<file path="src/assert_macros.svh">
// Shared assertion macros
`ifndef ASSERT_MACROS_SVH
`define ASSERT_MACROS_SVH

// Implication or plain property, checked out of reset
`define ASSERT_PROP(lbl, clk, rst, prop) \
  lbl: assert property (@(posedge clk) disable iff (rst) (prop)) \
    else $error("assertion failed");

// Condition that must never hold
`define ASSERT_NEVER(lbl, clk, rst, cond) \
  lbl: assert property (@(posedge clk) disable iff (rst) !(cond)) \
    else $error("forbidden condition");

`endif

</file>
<file path="src/zru_pkg.sv">
package zru_pkg;

  localparam int SAMPLE_W   = 16;
  localparam int IN_RATE_W  = 17;
  localparam int OUT_RATE_W = 18;
  localparam int GAIN_W     = 4;
  localparam int PHASE_W    = 17;
  localparam int ACC_W      = 19;
  localparam int PROD_W     = SAMPLE_W + GAIN_W + 1;
  localparam int MAX_EMIT   = 8;
  localparam int EMIT_W     = $clog2(MAX_EMIT + 1);
  localparam int CHUNK_DEF  = 256;

  localparam int ADDR_W = 4;
  localparam int DATA_W = 32;

  localparam logic [IN_RATE_W-1:0]  IN_RATE_RST  = IN_RATE_W'(16000);
  localparam logic [OUT_RATE_W-1:0] OUT_RATE_RST = OUT_RATE_W'(44100);
  localparam logic [GAIN_W-1:0]     GAIN_RST     = GAIN_W'(3);

  typedef enum logic [1:0] {
    REG_IN_RATE  = 2'd0,
    REG_OUT_RATE = 2'd1,
    REG_GAIN     = 2'd2,
    REG_NONE     = 2'd3
  } reg_idx_t;

  typedef struct packed {
    logic load;
    logic emit;
    logic last_emit;
    logic finish;
    logic flush;
  } cmd_t;

  typedef struct packed {
    logic ge1;
    logic ge2;
    logic blk;
    logic fill_zero;
    logic can_load;
  } status_t;

endpackage

</file>
<file path="src/zru_regs.sv">
module zru_regs
  import zru_pkg::*;
(
  input  logic                  clk,
  input  logic                  rst,
  input  logic                  psel,
  input  logic                  penable,
  input  logic                  pwrite,
  input  logic [ADDR_W-1:0]     paddr,
  input  logic [DATA_W-1:0]     pwdata,
  output logic [DATA_W-1:0]     prdata,
  output logic                  pready,
  output logic [IN_RATE_W-1:0]  in_rate,
  output logic [OUT_RATE_W-1:0] out_rate,
  output logic [GAIN_W-1:0]     gain
);

  reg_idx_t idx;
  logic     wr;

  assign idx    = reg_idx_t'(paddr[3:2]);
  assign pready = 1'b1;
  assign wr     = psel && penable && pwrite && pready;

  always_ff @(posedge clk) begin
    if (rst) begin
      in_rate  <= IN_RATE_RST;
      out_rate <= OUT_RATE_RST;
      gain     <= GAIN_RST;
    end else if (wr) begin
      unique case (idx)
        REG_IN_RATE:  in_rate  <= pwdata[IN_RATE_W-1:0];
        REG_OUT_RATE: out_rate <= pwdata[OUT_RATE_W-1:0];
        REG_GAIN:     gain     <= pwdata[GAIN_W-1:0];
        default: ;
      endcase
    end
  end

  always_comb begin
    unique case (idx)
      REG_IN_RATE:  prdata = DATA_W'(in_rate);
      REG_OUT_RATE: prdata = DATA_W'(out_rate);
      REG_GAIN:     prdata = DATA_W'(gain);
      default:      prdata = '0;
    endcase
  end

endmodule

</file>
<file path="src/zru_ctrl.sv">
module zru_ctrl
  import zru_pkg::*;
(
  input  logic    clk,
  input  logic    rst,
  input  logic    in_valid,
  output logic    in_stall,
  input  status_t st,
  output cmd_t    cmd
);

  typedef enum logic [2:0] {
    S_IDLE  = 3'b001,
    S_EMIT  = 3'b010,
    S_FLUSH = 3'b100
  } state_t;

  state_t            state, state_next;
  logic [EMIT_W-1:0] n, n_next;

  assign in_stall = (state != S_IDLE);

  always_comb begin
    state_next = state;
    n_next     = n;
    cmd        = '0;
    unique case (state)
      S_IDLE: begin
        if (in_valid) begin
          cmd.load   = 1'b1;
          n_next     = '0;
          state_next = S_EMIT;
        end
      end
      S_EMIT: begin
        if (st.ge1 && (n < EMIT_W'(MAX_EMIT))) begin
          if (st.can_load) begin
            cmd.emit      = 1'b1;
            cmd.last_emit = !st.ge2 || (n == EMIT_W'(MAX_EMIT - 1));
            n_next        = n + EMIT_W'(1);
          end
        end else begin
          cmd.finish = 1'b1;
          state_next = (st.blk && !st.fill_zero) ? S_FLUSH : S_IDLE;
        end
      end
      S_FLUSH: begin
        if (st.can_load) begin
          cmd.flush  = 1'b1;
          state_next = S_IDLE;
        end
      end
      default: state_next = S_IDLE;
    endcase
  end

  always_ff @(posedge clk) begin
    if (rst) begin
      state <= S_IDLE;
      n     <= '0;
    end else begin
      state <= state_next;
      n     <= n_next;
    end
  end

endmodule

</file>
<file path="src/zru_dp.sv">
`include "assert_macros.svh"

module zru_dp
  import zru_pkg::*;
#(
  parameter int CHUNK = CHUNK_DEF
) (
  input  logic                       clk,
  input  logic                       rst,
  input  cmd_t                       cmd,
  output status_t                    st,
  input  logic [IN_RATE_W-1:0]       in_rate,
  input  logic [OUT_RATE_W-1:0]      out_rate,
  input  logic [GAIN_W-1:0]          gain,
  input  logic signed [SAMPLE_W-1:0] pcm_sample,
  input  logic                       block_end,
  output logic                       out_valid,
  input  logic                       out_stall,
  output logic signed [SAMPLE_W-1:0] out_sample,
  output logic                       sample_valid,
  output logic                       chunk_end
);

  localparam int FILL_W = (CHUNK > 1) ? $clog2(CHUNK) : 1;
  localparam logic [FILL_W:0] CHUNK_V = (FILL_W + 1)'(CHUNK);
  localparam logic signed [PROD_W-1:0] SAT_HI = PROD_W'(32767);
  localparam logic signed [PROD_W-1:0] SAT_LO = -PROD_W'(32768);

  logic [ACC_W-1:0]           acc;
  logic [FILL_W-1:0]          fill;
  logic signed [SAMPLE_W-1:0] held;
  logic                       blk;
  logic signed [PROD_W-1:0]   prod;
  logic signed [SAMPLE_W-1:0] sat;
  logic [FILL_W:0]            fill_inc;
  logic                       wrap;
  logic                       close;
  logic [ACC_W-1:0]           rate1;
  logic [ACC_W-1:0]           rate2;

  assign prod = pcm_sample * $signed({1'b0, gain});

  always_comb begin
    priority if (prod > SAT_HI) sat = SAT_HI[SAMPLE_W-1:0];
    else if (prod < SAT_LO)     sat = SAT_LO[SAMPLE_W-1:0];
    else                        sat = prod[SAMPLE_W-1:0];
  end

  assign rate1    = ACC_W'(in_rate);
  assign rate2    = {1'b0, in_rate, 1'b0};
  assign fill_inc = {1'b0, fill} + (FILL_W + 1)'(1);
  assign wrap     = (fill_inc == CHUNK_V);
  assign close    = wrap || (blk && cmd.last_emit);

  assign st.ge1       = (acc >= rate1);
  assign st.ge2       = (acc >= rate2);
  assign st.blk       = blk;
  assign st.fill_zero = (fill == '0);
  assign st.can_load  = !out_valid || !out_stall;

  always_ff @(posedge clk) begin
    if (rst) begin
      acc  <= '0;
      fill <= '0;
    end else begin
      if (cmd.load) begin
        acc <= ACC_W'(acc[PHASE_W-1:0]) + ACC_W'(out_rate);
      end else if (cmd.emit) begin
        acc <= acc - rate1;
      end else if (cmd.finish && st.ge1) begin
        acc <= '0;
      end
      if (cmd.emit) begin
        fill <= close ? '0 : fill_inc[FILL_W-1:0];
      end else if (cmd.flush) begin
        fill <= '0;
      end
    end
  end

  always_ff @(posedge clk) begin
    if (cmd.load) begin
      held <= sat;
      blk  <= block_end;
    end
  end

  always_ff @(posedge clk) begin
    if (rst) begin
      out_valid <= 1'b0;
    end else if (cmd.emit || cmd.flush) begin
      out_valid <= 1'b1;
    end else if (!out_stall) begin
      out_valid <= 1'b0;
    end
  end

  always_ff @(posedge clk) begin
    if (cmd.emit) begin
      out_sample   <= held;
      sample_valid <= 1'b1;
      chunk_end    <= close;
    end else if (cmd.flush) begin
      out_sample   <= '0;
      sample_valid <= 1'b0;
      chunk_end    <= 1'b1;
    end
  end

  `ASSERT_NEVER(a_one_source, clk, rst, cmd.emit && cmd.flush)
  `ASSERT_PROP(a_emit_room, clk, rst, cmd.emit |-> st.can_load)
  `ASSERT_PROP(a_flush_clears, clk, rst, cmd.flush |=> (fill == '0))
  `ASSERT_PROP(a_phase_fits, clk, rst, cmd.finish |=> (acc[ACC_W-1:PHASE_W] == '0))

endmodule

</file>
<file path="src/zoh_rate_upconverter_with_gain_top.sv">
// channel  direction  handshake            payload
// in       input      in_valid / in_stall  pcm_sample, block_end
// out      output     out_valid/out_stall  out_sample, sample_valid, chunk_end
// cfg      input      APB, pready tied 1   in_rate @0x0, out_rate @0x4, gain @0x8
// An item yields n samples (n at most 8), plus a chunk_end marker for a block end
// that leaves a chunk partly filled; the loop issues one sample per cycle unless stalled.
// Synchronous reset restores the default rates and gain and clears phase and fill.
// A stalled output holds its result; the loop waits while the output register is full and stalled.
module zoh_rate_upconverter_with_gain_top
  import zru_pkg::*;
#(
  parameter int CHUNK = CHUNK_DEF
) (
  input  logic                       clk,
  input  logic                       rst,
  input  logic                       in_valid,
  output logic                       in_stall,
  input  logic signed [SAMPLE_W-1:0] pcm_sample,
  input  logic                       block_end,
  output logic                       out_valid,
  input  logic                       out_stall,
  output logic signed [SAMPLE_W-1:0] out_sample,
  output logic                       sample_valid,
  output logic                       chunk_end,
  input  logic                       psel,
  input  logic                       penable,
  input  logic                       pwrite,
  input  logic [ADDR_W-1:0]          paddr,
  input  logic [DATA_W-1:0]          pwdata,
  output logic [DATA_W-1:0]          prdata,
  output logic                       pready
);

  logic [IN_RATE_W-1:0]  in_rate;
  logic [OUT_RATE_W-1:0] out_rate;
  logic [GAIN_W-1:0]     gain;
  cmd_t                  cmd;
  status_t               st;

  zru_regs u_regs (
    .clk      (clk),
    .rst      (rst),
    .psel     (psel),
    .penable  (penable),
    .pwrite   (pwrite),
    .paddr    (paddr),
    .pwdata   (pwdata),
    .prdata   (prdata),
    .pready   (pready),
    .in_rate  (in_rate),
    .out_rate (out_rate),
    .gain     (gain)
  );

  zru_ctrl u_ctrl (
    .clk      (clk),
    .rst      (rst),
    .in_valid (in_valid),
    .in_stall (in_stall),
    .st       (st),
    .cmd      (cmd)
  );

  zru_dp #(
    .CHUNK (CHUNK)
  ) u_dp (
    .clk          (clk),
    .rst          (rst),
    .cmd          (cmd),
    .st           (st),
    .in_rate      (in_rate),
    .out_rate     (out_rate),
    .gain         (gain),
    .pcm_sample   (pcm_sample),
    .block_end    (block_end),
    .out_valid    (out_valid),
    .out_stall    (out_stall),
    .out_sample   (out_sample),
    .sample_valid (sample_valid),
    .chunk_end    (chunk_end)
  );

endmodule
</file>
<file path="config.mk">
export PLATFORM = sky130hd
export DESIGN_NAME = zoh_rate_upconverter_with_gain_top
export DESIGN_NICKNAME = d
export VERILOG_FILES = /design/src/zru_pkg.sv /design/src/zru_regs.sv /design/src/zru_ctrl.sv /design/src/zru_dp.sv /design/src/zoh_rate_upconverter_with_gain_top.sv
export VERILOG_INCLUDE_DIRS = /design/src /design/src/src
export SDC_FILE = /design/constraint.sdc
export NUM_CORES = 1
export LEC_CHECK = 0
export ABC_CLOCK_PERIOD_IN_PS = 4400
export BUFFER_PORTS_ARGS = -buffer_cell sky130_fd_sc_hd__buf_2
export CORE_UTILIZATION = 35
export DETAILED_ROUTE_END_ITERATION = 10
export HOLD_SLACK_MARGIN = 0.15
export PLACE_DENSITY_LB_ADDON = 0.3
export SKIP_LAST_GASP = 1
export SLEW_MARGIN = 30
export SYNTH_ARGS = -nofsm -noshare
export SYNTH_HDL_FRONTEND = slang
export SYNTH_SLANG_ARGS = --single-unit
</file>
<file path="constraint.sdc">
create_clock -name clk -period 4.4 [get_ports clk]
set_clock_uncertainty 0.15 [all_clocks]
set_input_delay 0.44 -clock clk [delete_from_list [all_inputs] [get_ports clk]]
set_output_delay 0.44 -clock clk [all_outputs]
set_load 0.005 [all_outputs]
</file>
# [After elaboration in Yosys (flattened, before gate mapping)]
# Index checks and enable logic that the tools add are counted.
[totals] out_inout_bits=53 input_bits=60 elab_cells=92 reg_bits=109
[op_classes] n_eq_ne=14 add_sub_neg=4 mux=31 reduce_logical=24 order_cmp=5 multipliers=1
[ops] cell="$mux W19" count=3
[ops] cell="$pmux W18 S3" count=1
[ops] cell="$mux W16" count=3
[ops] cell="$mux W8" count=3
[ops] cell="$gt A21 B16 Y1 const B" count=1
[ops] cell="$lt A21 B16 Y1 const B" count=1
[ops] cell="$mul A16 B5 Y21" count=1
[ops] cell="$add A17 B18 Y19" count=1
[ops] cell="$ge A19 B17 Y1" count=1
[ops] cell="$ge A19 B18 Y1" count=1
[ops] cell="$sub A19 B17 Y19" count=1
[ops] cell="$mux W3" count=5
[ops] cell="$mux W4" count=3
[ops] cell="$add A8 B1 Y9 const B" count=1
[ops] cell="$eq A9 B9 Y1 const B" count=1
[ops] cell="$mux W1" count=9
[ops] cell="$pmux W3 S3" count=1
[ops] cell="$logic_not A8 Y1" count=1
[ops] cell="$ne A2 B2 Y1 const B" count=4
[ops] cell="$pmux W4 S2" count=1
[ops] cell="$logic_and A1 B1 Y1" count=6
[ops] cell="$reduce_and A2 Y1" count=3
[ops] cell="$add A4 B1 Y4 const B" count=1
[ops] cell="$eq A4 B3 Y1 const B" count=1
[ops] cell="other kinds (16)" count=25

# [Logic depth before layout (Yosys ltp)]
# Gate-level depths: netlist (run 1).
[depth] ltp_word=10 mapped_depth=19 mapped_depth_nobuf=16

# [Modules after synthesis]
# A second synthesis (run 1) with hierarchy kept.
[hier_totals] cells_unflattened=1039 hier_area_um2=9340.2
[modules_own_cells] module="zru_dp" n_inst=1 cells_each=772 area_each_um2=6874.1 seq_area_each_um2=1601.5
[modules_own_cells] module="zru_regs" n_inst=1 cells_each=221 area_each_um2=2029.4 seq_area_each_um2=780.7
[modules_own_cells] module="zru_ctrl" n_inst=1 cells_each=46 area_each_um2=436.7 seq_area_each_um2=140.1

# [Least setup slack after synthesis (run 1)]
# Ideal clock, no wire load.
[synth_timing] path_kind="reg2reg" start="reg u_regs.gain[2]" end="reg u_dp.held[5] (data pin)" synth_period_minus_slack_ns=4.616 required_time_ns=3.982 t_arrival_ns=4.198 n_path_buf=2 setup_slack_ns=-0.216 stages_incl_launch_ff=19 setup_ns=0.268 cell_sequence="dfxtp_1 > clkbuf_1 > and2_1 > ha_1 > fa_1 > inv_1 > fa_1 > inv_1 > ha_1 > a211oi_1 > nand2_1 > o211ai_2 > nor2_1 > a311o_1 > xnor2_1 > nand4_1 > o21bai_1 > clkbuf_2 > o21ai_0"
[synth_between] elab_chain_len=3 elab_cells_between_ends=4 classes_between="mul (1); order compare (2); mux (1)"
[synth_rtl] item="start, declared" line="zru_regs.sv:15" rtl="output logic [GAIN_W-1:0] gain"
[synth_rtl] item="start signal, assigned" line="zru_regs.sv:34" rtl="REG_GAIN: gain <= pwdata[GAIN_W-1:0];"
[synth_rtl] item="$mul A16 B5 Y21 *" line="zru_dp.sv:41" rtl="assign prod = pcm_sample * $signed({1'b0, gain});"
[synth_rtl] item="$lt A21 B16 Y1" line="zru_dp.sv:45" rtl="else if (prod < SAT_LO) sat = SAT_LO[SAMPLE_W-1:0];"
[synth_rtl] item="$mux W16" line="zru_dp.sv:45"
[synth_rtl] item="end signal, assigned" line="zru_dp.sv:83" rtl="held <= sat;"
[synth_rtl] item="end, declared" line="zru_dp.sv:31" rtl="logic signed [SAMPLE_W-1:0] held;"
# Every way passes the cells marked *; elsewhere a longest branch is shown, timed or not.
# A chain may end at the register's enable or synchronous reset.

# [Worst setup path after layout (run 1)]
[layout_timing] start="reg u_regs.gain[3]" end="reg u_dp.held[13] (data pin)"
# The elaborated chain is that of the path after synthesis.

==> results of run 1 <==
[Yosys cell counts, types with 7 or more instances]
cell                         n  area share (%)
sky130_fd_sc_hd__a21o_1     23             1.9
sky130_fd_sc_hd__nor2_1     70             2.9
sky130_fd_sc_hd__nand3_1    11            0.60
sky130_fd_sc_hd__and2_1     67             4.6
sky130_fd_sc_hd__a21oi_1    76             4.2
sky130_fd_sc_hd__fa_1       35             7.7
sky130_fd_sc_hd__mux2i_1    20             2.2
sky130_fd_sc_hd__dfxtp_1    75              16
sky130_fd_sc_hd__nor3_1     14            0.77
sky130_fd_sc_hd__o21a_1      8            0.66
sky130_fd_sc_hd__inv_1     107             4.4
sky130_fd_sc_hd__a22oi_1     9            0.74
sky130_fd_sc_hd__a31oi_1    13            0.89
sky130_fd_sc_hd__a211oi_1    7            0.57
sky130_fd_sc_hd__ha_1       94              13
sky130_fd_sc_hd__nor2b_1    11            0.75
sky130_fd_sc_hd__xnor2_1    32             3.1
sky130_fd_sc_hd__nand2_1   120             4.9
sky130_fd_sc_hd__o21ai_0    46             2.5
sky130_fd_sc_hd__xor2_1     18             1.7
sky130_fd_sc_hd__a211o_1    11             1.1
sky130_fd_sc_hd__edfxtp_1   34              11
sky130_fd_sc_hd__buf_4      16             1.3
sky130_fd_sc_hd__nand2b_1    9            0.62
sky130_fd_sc_hd__and3_1      8            0.55
sky130_fd_sc_hd__clkbuf_1   28             1.1
[layer usage]
layer	global-route usage (%)	vias up	share of wire, %
met3	2.260	21	2.4
met2	29.08	98	49
li1	-	3938	-
met5	0	-	0
met1	21.98	3648	47
met4	4.588	0	1.5
[cell usage in the layout, fill, tap and decap left out, types with 28 or more instances in the layout]
| master | instances |
|---|---|
| sky130_fd_sc_hd__nor2_1 | 69 |
| sky130_fd_sc_hd__buf_2 | 81 |
| sky130_fd_sc_hd__nand2_1 | 119 |
| sky130_fd_sc_hd__fa_1 | 33 |
| sky130_fd_sc_hd__buf_4 | 65 |
| sky130_fd_sc_hd__edfxtp_1 | 34 |
| sky130_fd_sc_hd__xnor2_1 | 28 |
| sky130_fd_sc_hd__inv_1 | 99 |
| sky130_fd_sc_hd__a21oi_1 | 70 |
| sky130_fd_sc_hd__dfxtp_1 | 73 |
| sky130_fd_sc_hd__ha_1 | 77 |
| sky130_fd_sc_hd__and2_1 | 61 |
[critical path, delay by kind of cell (launching register included)]
family                   cells  cell delay, ns
adder cells (fa/ha/maj)      4            1.54
AND/OR/NAND/NOR              4            1.03
XOR/XNOR                     1            0.09
buffers and inverters        5            0.47
flip-flops                   1            0.40
AO/OA/AOI/OAI                4            0.69
[where the power goes]
part,internal [mW],switching (mW)
sequential,1.13,0.0454
clock,0.421,0.402
combinational,0.603,0.659
total,2.15,1.11
[per-stage QoR]
stage          setup WS [ns]  hold WS (ns)
2_1_floorplan       0.002399        0.2987
3_3_place_gp         -0.2535        0.2962
3_5_place_dp         -0.3434        0.3024
4_1_cts              -0.1044        0.1533
5_1_grt              -0.3351        0.1609
6_report             -0.1407        0.1599
[logic make-up (layout without fill, tap and decap cells)]
group | after synthesis | in the layout | synth area share (%)
and+or+nand+nor | 352 | 352 | 19.13
AOI/OAI and AO/OA | 248 | 248 | 17.67
buffers and inverters | 162 | 284 | 7.773
adders and majority gates | 129 | 129 | 20.53
DFF | 109 | 109 | 27.59
xor gates and xnor gates | 50 | 50 | 4.790
muxes | 22 | 22 | 2.436
other | 2 | 16 | 0.08214
[path summary, 6_finish.rpt]
check                    startpoint            endpoint  slack (ns)  depth (start not counted)
setup reg to reg     u_regs.gain[3]       u_dp.held[13]       -0.14                         18
hold / removal            pwdata[4]  u_regs.out_rate[4]        0.16                          3
hold reg to reg   u_dp.sample_valid   u_dp.sample_valid        0.31                          2
setup / recovery     u_regs.gain[3]       u_dp.held[13]       -0.14                         18
[timing repair]
item                                    4_1_cts  5_1_grt
hold buffers                                  7        0
endpoints found under the setup margin       15       15
gates resized for setup                      14       94
setup buffers                                 1        7
hold endpoints to repair                      7        0
gates cloned                                  0        1
pin swaps                                     5       39
[cell type report]
cell class	count	area, um2
well taps	330	412.9
fillers	2532	14210
clock buffers	11	252.7
repair buffers	160	1074
multi-input cells	816	6471
flip-flops and latches	109	2530
clock inverters	5	40.04
inverters	108	405.4
diodes	1	2.502
[registers in the layout, summed over array words and instances (netlist names)]
signal and cells:
u_dp.chunk_end 1, u_ctrl.state 3, u_ctrl.n 4, u_regs.gain 4, u_regs.in_rate 17, u_regs.out_rate 18
u_dp.held 16, u_dp.out_valid 1, u_dp.fill 8, u_dp.out_sample 16, u_dp.blk 1, u_dp.sample_valid 1
u_dp.acc 19
==> run_summary.xml, run 1 <==
<?xml version="1.0" encoding="UTF-8"?>
<metrics>
  <group name="logic_synthesis">
    <metric name="post_synth_edffs" unit="">34</metric>
    <metric name="postSynthRegisterBits" unit="">109</metric>
    <metric name="mappedNetlistArea" unit="um2">9143</metric>
    <metric name="netlist_instances" unit="">1074</metric>
    <metric name="yosys_warnings" unit="">0</metric>
    <metric name="post_synthesis_cell_type_count" unit="">72</metric>
    <metric name="asyncSetResetFlopFracSynth" unit="%">0</metric>
    <metric name="synthesis.area_per_instance" unit="um2">8.513</metric>
    <metric name="synth_seq_area_share" unit="%">27.59</metric>
    <metric name="postSynth.topFlopCell" unit="">sky130_fd_sc_hd__dfxtp_1</metric>
  </group>
  <group name="final_layout">
    <metric name="post_layout_nonfiller_instances" unit="">1540</metric>
    <metric name="finalCoreUtilization" unit="%">44.05</metric>
    <metric name="areaGrowthSynthToFinish" unit="%">22.38</metric>
    <metric name="post_route_cells_drive_above_1_share" unit="%">22.00</metric>
    <metric name="nNetsFinal" unit="">1393</metric>
    <metric name="postLayoutCellArea" unit="um2">11190</metric>
  </group>
  <group name="critical_path">
    <metric name="worst_ep_arrival_time" unit="ns">4.60</metric>
    <metric name="critPathRequiredTime" unit="ns">4.46</metric>
    <metric name="cp_cell_sequence" unit="">buf_6 -&gt; and2_4 -&gt; ha_4 -&gt; fa_1 -&gt; inv_1 -&gt; fa_1 -&gt; inv_2 -&gt; ha_4 -&gt; inv_1 -&gt; o22ai_2 -&gt; o211ai_1 -&gt; nor4_1 -&gt; or3_4 -&gt; xnor2_4 -&gt; nor4_4 -&gt; a21boi_4 -&gt; buf_12 -&gt; o21ai_0</metric>
    <metric name="crit_path_max_incr_delay" unit="ns">0.53</metric>
    <metric name="timing.critical_path.to_type" unit="">register</metric>
    <metric name="cp_max_fo" unit="">8</metric>
    <metric name="critical_path.slowest_cell" unit="">sky130_fd_sc_hd__fa_1</metric>
    <metric name="worstSetupPathType" unit="">register to register</metric>
    <metric name="critPathLaunchType" unit="">register</metric>
  </group>
  <group name="sta">
    <metric name="slew_headroom" unit="%">45.24</metric>
    <metric name="setup_slack" unit="ns">-0.1407</metric>
    <metric name="setup_tns" unit="ns">-1.424</metric>
    <metric name="timing_worst_slew_pin_value" unit="ns">0.8196</metric>
    <metric name="grt_setup_unrepaired" unit="">true</metric>
    <metric name="finalCritPeriodShare" unit="%">103.2</metric>
    <metric name="number_of_pins_exceeding_their_max_slew_limit_in_the_final_report" unit="">0</metric>
    <metric name="report.final.hold_viol_count" unit="">0</metric>
    <metric name="setup-violations-final" unit="">15</metric>
    <metric name="timing.final.crit_period" unit="ns">4.541</metric>
    <metric name="max_clock_freq" unit="GHz">0.2202</metric>
  </group>
  <group name="drt">
    <metric name="drc_errors" unit="">0</metric>
    <metric name="post_drt_wl_per_cell" unit="um">15.01</metric>
    <metric name="detail_route.first_pass.iterations" unit="">5</metric>
    <metric name="drt.antenna.violating_nets" unit="">0</metric>
    <metric name="routed-via-count" unit="">7705</metric>
    <metric name="violation_count_after_the_first_detailed_route_iteration" unit="">388</metric>
    <metric name="vias_per_cell" unit="">5.003</metric>
    <metric name="route.final.wire_length" unit="um">23120</metric>
  </group>
  <group name="global_routing">
    <metric name="overflow" unit="">0</metric>
    <metric name="grt_pass1_vias" unit="">7316</metric>
    <metric name="number_of_antenna_violations_at_the_first_check_in_global_routing" unit="">1</metric>
    <metric name="grt_pass1_wl" unit="um">36090</metric>
    <metric name="total_global_routing_track_utilization" unit="%">16.88</metric>
    <metric name="grt_max_degree" unit="">48</metric>
  </group>
  <group name="cts">
    <metric name="max-clock-path-buffers" unit="">2</metric>
    <metric name="cts_num_sinks" unit="">109</metric>
    <metric name="htree_levels" unit="">3</metric>
    <metric name="cts_tree" unit="">yes</metric>
    <metric name="cts_inserted_buffers" unit="">9</metric>
    <metric name="root_buffer_master" unit="">sky130_fd_sc_hd__clkbuf_16</metric>
    <metric name="worst_skew_pair.late_latency" unit="ns">0.37</metric>
    <metric name="worst_setup_hold_path_clk_slew" unit="ns">0.08</metric>
  </group>
  <group name="place">
    <metric name="area_of_placed_instances" unit="um2">10270</metric>
    <metric name="finalWeightedCongestion" unit="">0.8617</metric>
    <metric name="place.port_buffers" unit="">81</metric>
    <metric name="placedCellCount" unit="">1507</metric>
    <metric name="detailedPlacementHpwl" unit="um">17310</metric>
  </group>
  <group name="floorplan">
    <metric name="die_w" unit="um">163.6</metric>
    <metric name="std_cell_rows" unit="">58</metric>
    <metric name="core-area" unit="um2">25400</metric>
    <metric name="initial_utilization" unit="%">36.00</metric>
    <metric name="die_y" unit="um">163.6</metric>
    <metric name="die-area" unit="um2">26770</metric>
    <metric name="io-pin-count" unit="">113</metric>
  </group>
  <group name="power">
    <metric name="cellPowerDensity" unit="nW/um2">291.6</metric>
    <metric name="leakage" unit="nW">5.073</metric>
    <metric name="ir_worst_vdd" unit="mV">0.1884</metric>
    <metric name="total_chip_power" unit="mW">3.262</metric>
  </group>
  <group name="status">
    <metric name="outcome" unit="">finished with violations</metric>
    <metric name="failed_checks" unit="">negative setup slack</metric>
  </group>
  <group name="min_path">
    <metric name="worst_hold_path_type" unit="">input pin to register</metric>
  </group>
  <group name="job">
    <metric name="timing.max_cap.violations" unit="">0</metric>
  </group>
</metrics>
Power figures use the tool's default switching activity.
==> run 2, diff against run 1 <==
- CORE_ASPECT_RATIO: not set -> 1.2
- CORE_MARGIN: not set -> 2
==> run 2 against run 1 <==
Compared with the run above:
- the flow still finishes with violations (negative setup slack)
- setup slack improved by 0.12 ns
- sequential cell count did not move
- sequential power barely moved
- clock power rose by 4.4%
- sequential share of layout area fell by 0.34 points
- critical path depth rose by 1
- utilization rose by 0.29 points
- maximum frequency rose by 2.7%
- total power rose by 1.4%
- via count rose by 3.1%
==> run_summary.xml, run 2 (synthesized netlist as in run 1, its figures left out) <==
<?xml version="1.0" encoding="UTF-8"?>
<metrics>
  <group name="critical_path">
    <metric name="critPathLaunchType" unit="">register</metric>
    <metric name="critical-path-top-delay-family" unit="">adder cells</metric>
    <metric name="cp_cell_sequence" unit="">buf_6 -&gt; and2_4 -&gt; ha_4 -&gt; fa_1 -&gt; inv_1 -&gt; fa_1 -&gt; inv_1 -&gt; ha_4 -&gt; inv_2 -&gt; o22ai_2 -&gt; buf_4 -&gt; o2111ai_2 -&gt; a31oi_2 -&gt; a21o_1 -&gt; a21oi_2 -&gt; xnor2_1 -&gt; a21boi_2 -&gt; buf_6 -&gt; o21ai_2</metric>
    <metric name="critPathBufInv" unit="">6</metric>
    <metric name="cp_max_fo" unit="">8</metric>
    <metric name="worst_ep_arrival_time" unit="ns">4.40</metric>
    <metric name="critical_path.slowest_cell" unit="">sky130_fd_sc_hd__fa_1</metric>
    <metric name="timing.critical_path.to_type" unit="">register</metric>
    <metric name="crit_path_max_incr_delay" unit="ns">0.53</metric>
    <metric name="worstSetupPathType" unit="">register to register</metric>
    <metric name="critPathRequiredTime" unit="ns">4.38</metric>
  </group>
  <group name="global_routing">
    <metric name="grtUsageMet1" unit="%">19.55</metric>
    <metric name="number_of_antenna_violations_at_the_first_check_in_global_routing" unit="">3</metric>
    <metric name="grt_use_met2" unit="%">33.21</metric>
    <metric name="grt_pass1_vias" unit="">7904</metric>
    <metric name="overflow" unit="">0</metric>
    <metric name="grt_pass1_wl" unit="um">38450</metric>
    <metric name="grtUsageMet3" unit="%">2.854</metric>
    <metric name="gr-max-usage-layer" unit="">met2</metric>
    <metric name="grt_max_degree" unit="">71</metric>
    <metric name="total_global_routing_track_utilization" unit="%">17.57</metric>
  </group>
  <group name="place">
    <metric name="place.port_buffers" unit="">81</metric>
    <metric name="detailedPlace.worstSlack" unit="ns">-0.3473</metric>
    <metric name="placedCellCount" unit="">1514</metric>
    <metric name="detailedPlacementHpwl" unit="um">18180</metric>
    <metric name="finalWeightedCongestion" unit="">0.8583</metric>
  </group>
  <group name="sta">
    <metric name="timing.final.crit_period" unit="ns">4.420</metric>
    <metric name="grt_setup_unrepaired" unit="">true</metric>
    <metric name="finalCritPeriodShare" unit="%">100.5</metric>
    <metric name="slew_headroom" unit="%">39.25</metric>
    <metric name="max_clock_freq" unit="GHz">0.2262</metric>
    <metric name="setup_slack" unit="ns">-0.02034</metric>
    <metric name="setup-violations-final" unit="">9</metric>
    <metric name="report.final.hold_viol_count" unit="">0</metric>
    <metric name="number_of_pins_exceeding_their_max_slew_limit_in_the_final_report" unit="">0</metric>
    <metric name="timing_worst_slew_pin_value" unit="ns">0.9063</metric>
  </group>
  <group name="floorplan">
    <metric name="die_w" unit="um">151.5</metric>
    <metric name="std_cell_rows" unit="">64</metric>
    <metric name="core-area" unit="um2">25620</metric>
    <metric name="io-pin-count" unit="">113</metric>
    <metric name="die_y" unit="um">181.0</metric>
    <metric name="die-area" unit="um2">27440</metric>
    <metric name="initial_utilization" unit="%">35.68</metric>
  </group>
  <group name="cts">
    <metric name="cts_tree" unit="">yes</metric>
    <metric name="cts_num_sinks" unit="">109</metric>
    <metric name="worst_skew_pair.late_latency" unit="ns">0.37</metric>
    <metric name="max-clock-path-buffers" unit="">2</metric>
    <metric name="htree_levels" unit="">3</metric>
    <metric name="root_buffer_master" unit="">sky130_fd_sc_hd__clkbuf_16</metric>
    <metric name="worst_setup_hold_path_clk_slew" unit="ns">0.08</metric>
    <metric name="cts_inserted_buffers" unit="">9</metric>
  </group>
  <group name="final_layout">
    <metric name="nFillCells" unit="">2534</metric>
    <metric name="post_route_cells_drive_above_1_share" unit="%">23.98</metric>
    <metric name="most-common-layout-cells" unit="">sky130_fd_sc_hd__nand2_1, sky130_fd_sc_hd__inv_1, sky130_fd_sc_hd__buf_2, sky130_fd_sc_hd__buf_4, sky130_fd_sc_hd__dfxtp_1</metric>
    <metric name="post_layout_nonfiller_instances" unit="">1557</metric>
    <metric name="nNetsFinal" unit="">1410</metric>
    <metric name="most_frequent_standard_cell_in_the_layout_excluding_fill_and_tap_cells" unit="">sky130_fd_sc_hd__nand2_1</metric>
    <metric name="areaGrowthSynthToFinish" unit="%">24.26</metric>
    <metric name="max_flop_register" unit="">u_dp.acc</metric>
    <metric name="biggestRegsByFlops" unit="">u_dp.acc: 19 flops, u_regs.out_rate: 18 flops, u_regs.in_rate: 17 flops</metric>
    <metric name="largest_register_ff_count" unit="">19</metric>
  </group>
  <group name="status">
    <metric name="failed_checks" unit="">negative setup slack</metric>
    <metric name="outcome" unit="">finished with violations</metric>
  </group>
  <group name="drt">
    <metric name="route.final.wire_length" unit="um">24070</metric>
    <metric name="post_drt_wl_per_cell" unit="um">15.46</metric>
    <metric name="drc_errors" unit="">0</metric>
    <metric name="drt.antenna.violating_nets" unit="">0</metric>
    <metric name="vias_per_cell" unit="">5.103</metric>
    <metric name="violation_count_after_the_first_detailed_route_iteration" unit="">473</metric>
    <metric name="routed-via-count" unit="">7945</metric>
    <metric name="detail_route.first_pass.iterations" unit="">5</metric>
  </group>
  <group name="power">
    <metric name="total_chip_power" unit="mW">3.307</metric>
    <metric name="leakage" unit="nW">5.128</metric>
    <metric name="cellPowerDensity" unit="nW/um2">291.1</metric>
    <metric name="ir_worst_vdd" unit="mV">0.1583</metric>
  </group>
  <group name="job">
    <metric name="timing.max_cap.violations" unit="">0</metric>
  </group>
  <group name="min_path">
    <metric name="worst_hold_path_type" unit="">input pin to register</metric>
  </group>
</metrics>
## run 2: cell types whose count changed in the layout (fill, tap and decap cells not counted), sizes merged
cell,previous run,this run
clkbuf,12,9
buf,152,168
clkinv,3,1
dlygate4sd3,7,9
inv,110,113
clkinvlp,0,1
## run 2: cell type report
type | instances | area [um2] | area share, %
multi-input cells | 816 | 6524 | 57.42
flip-flops and latches | 109 | 2530 | 22.27
repair buffers | 177 | 1179 | 10.37
well taps | 330 | 412.9 | 3.634
inverters | 108 | 405.4 | 3.568
clock buffers | 9 | 225.2 | 1.982
clock inverters | 7 | 82.58 | 0.7269
diodes | 1 | 2.502 | 0.02203
## run 2: tightest hold or removal path, stage by stage
cell	delay [ns]
sky130_fd_sc_hd__buf_2	0.10
sky130_fd_sc_hd__nand2_1	0.05
sky130_fd_sc_hd__nand3b_1	0.06
## run 2: metal layers
metal | vias to the layer above | part of all wire [%] | wire length (um)
li1 | 3970 | - | -
met1 | 3818 | 40 | 9633
met2 | 115 | 54 | 13070
met3 | 38 | 3.2 | 761
met4 | 4 | 2.4 | 573
met5 | - | 0.12 | 29
## run 2: power breakdown
group	switching, mW	internal (mW)	total (mW)
Clock	0.448	0.412	0.860
Combinational	0.672	0.597	1.27
Sequential	0.0471	1.13	1.18
Total	1.17	2.14	3.31
## run 2: timing repair
action	4_1_cts	5_1_grt
setup buffers	15	2
hold buffers	9	0
endpoints found under the hold margin	11	0
pin swaps	58	14
gates resized for setup	91	31
setup endpoints to repair	15	15
## run 2: worst paths after layout
kind | cells after the start | endpoint | slack, ns | from
hold / removal | 3 | u_regs.out_rate[6] | 0.17 | pwdata[6]
setup / recovery | 19 | u_dp.held[10] | -0.02 | u_regs.gain[2]
setup reg to reg | 19 | u_dp.held[10] | -0.02 | u_regs.gain[2]
hold reg to reg | 2 | u_dp.sample_valid | 0.31 | u_dp.sample_valid
## run 2: per-stage QoR
stage          area, um2  utilization (%)   TNS, ns  hold slack, ns
3_5_place_dp       10290            40.17    -4.520          0.2982
2_1_floorplan       9258                -         0          0.2987
3_3_place_gp       10290            40.17    -3.719          0.2972
4_1_cts            11190            43.69         0          0.1526
5_1_grt            11360            44.33    -2.558          0.1719
6_report           11360            44.34  -0.07639          0.1695
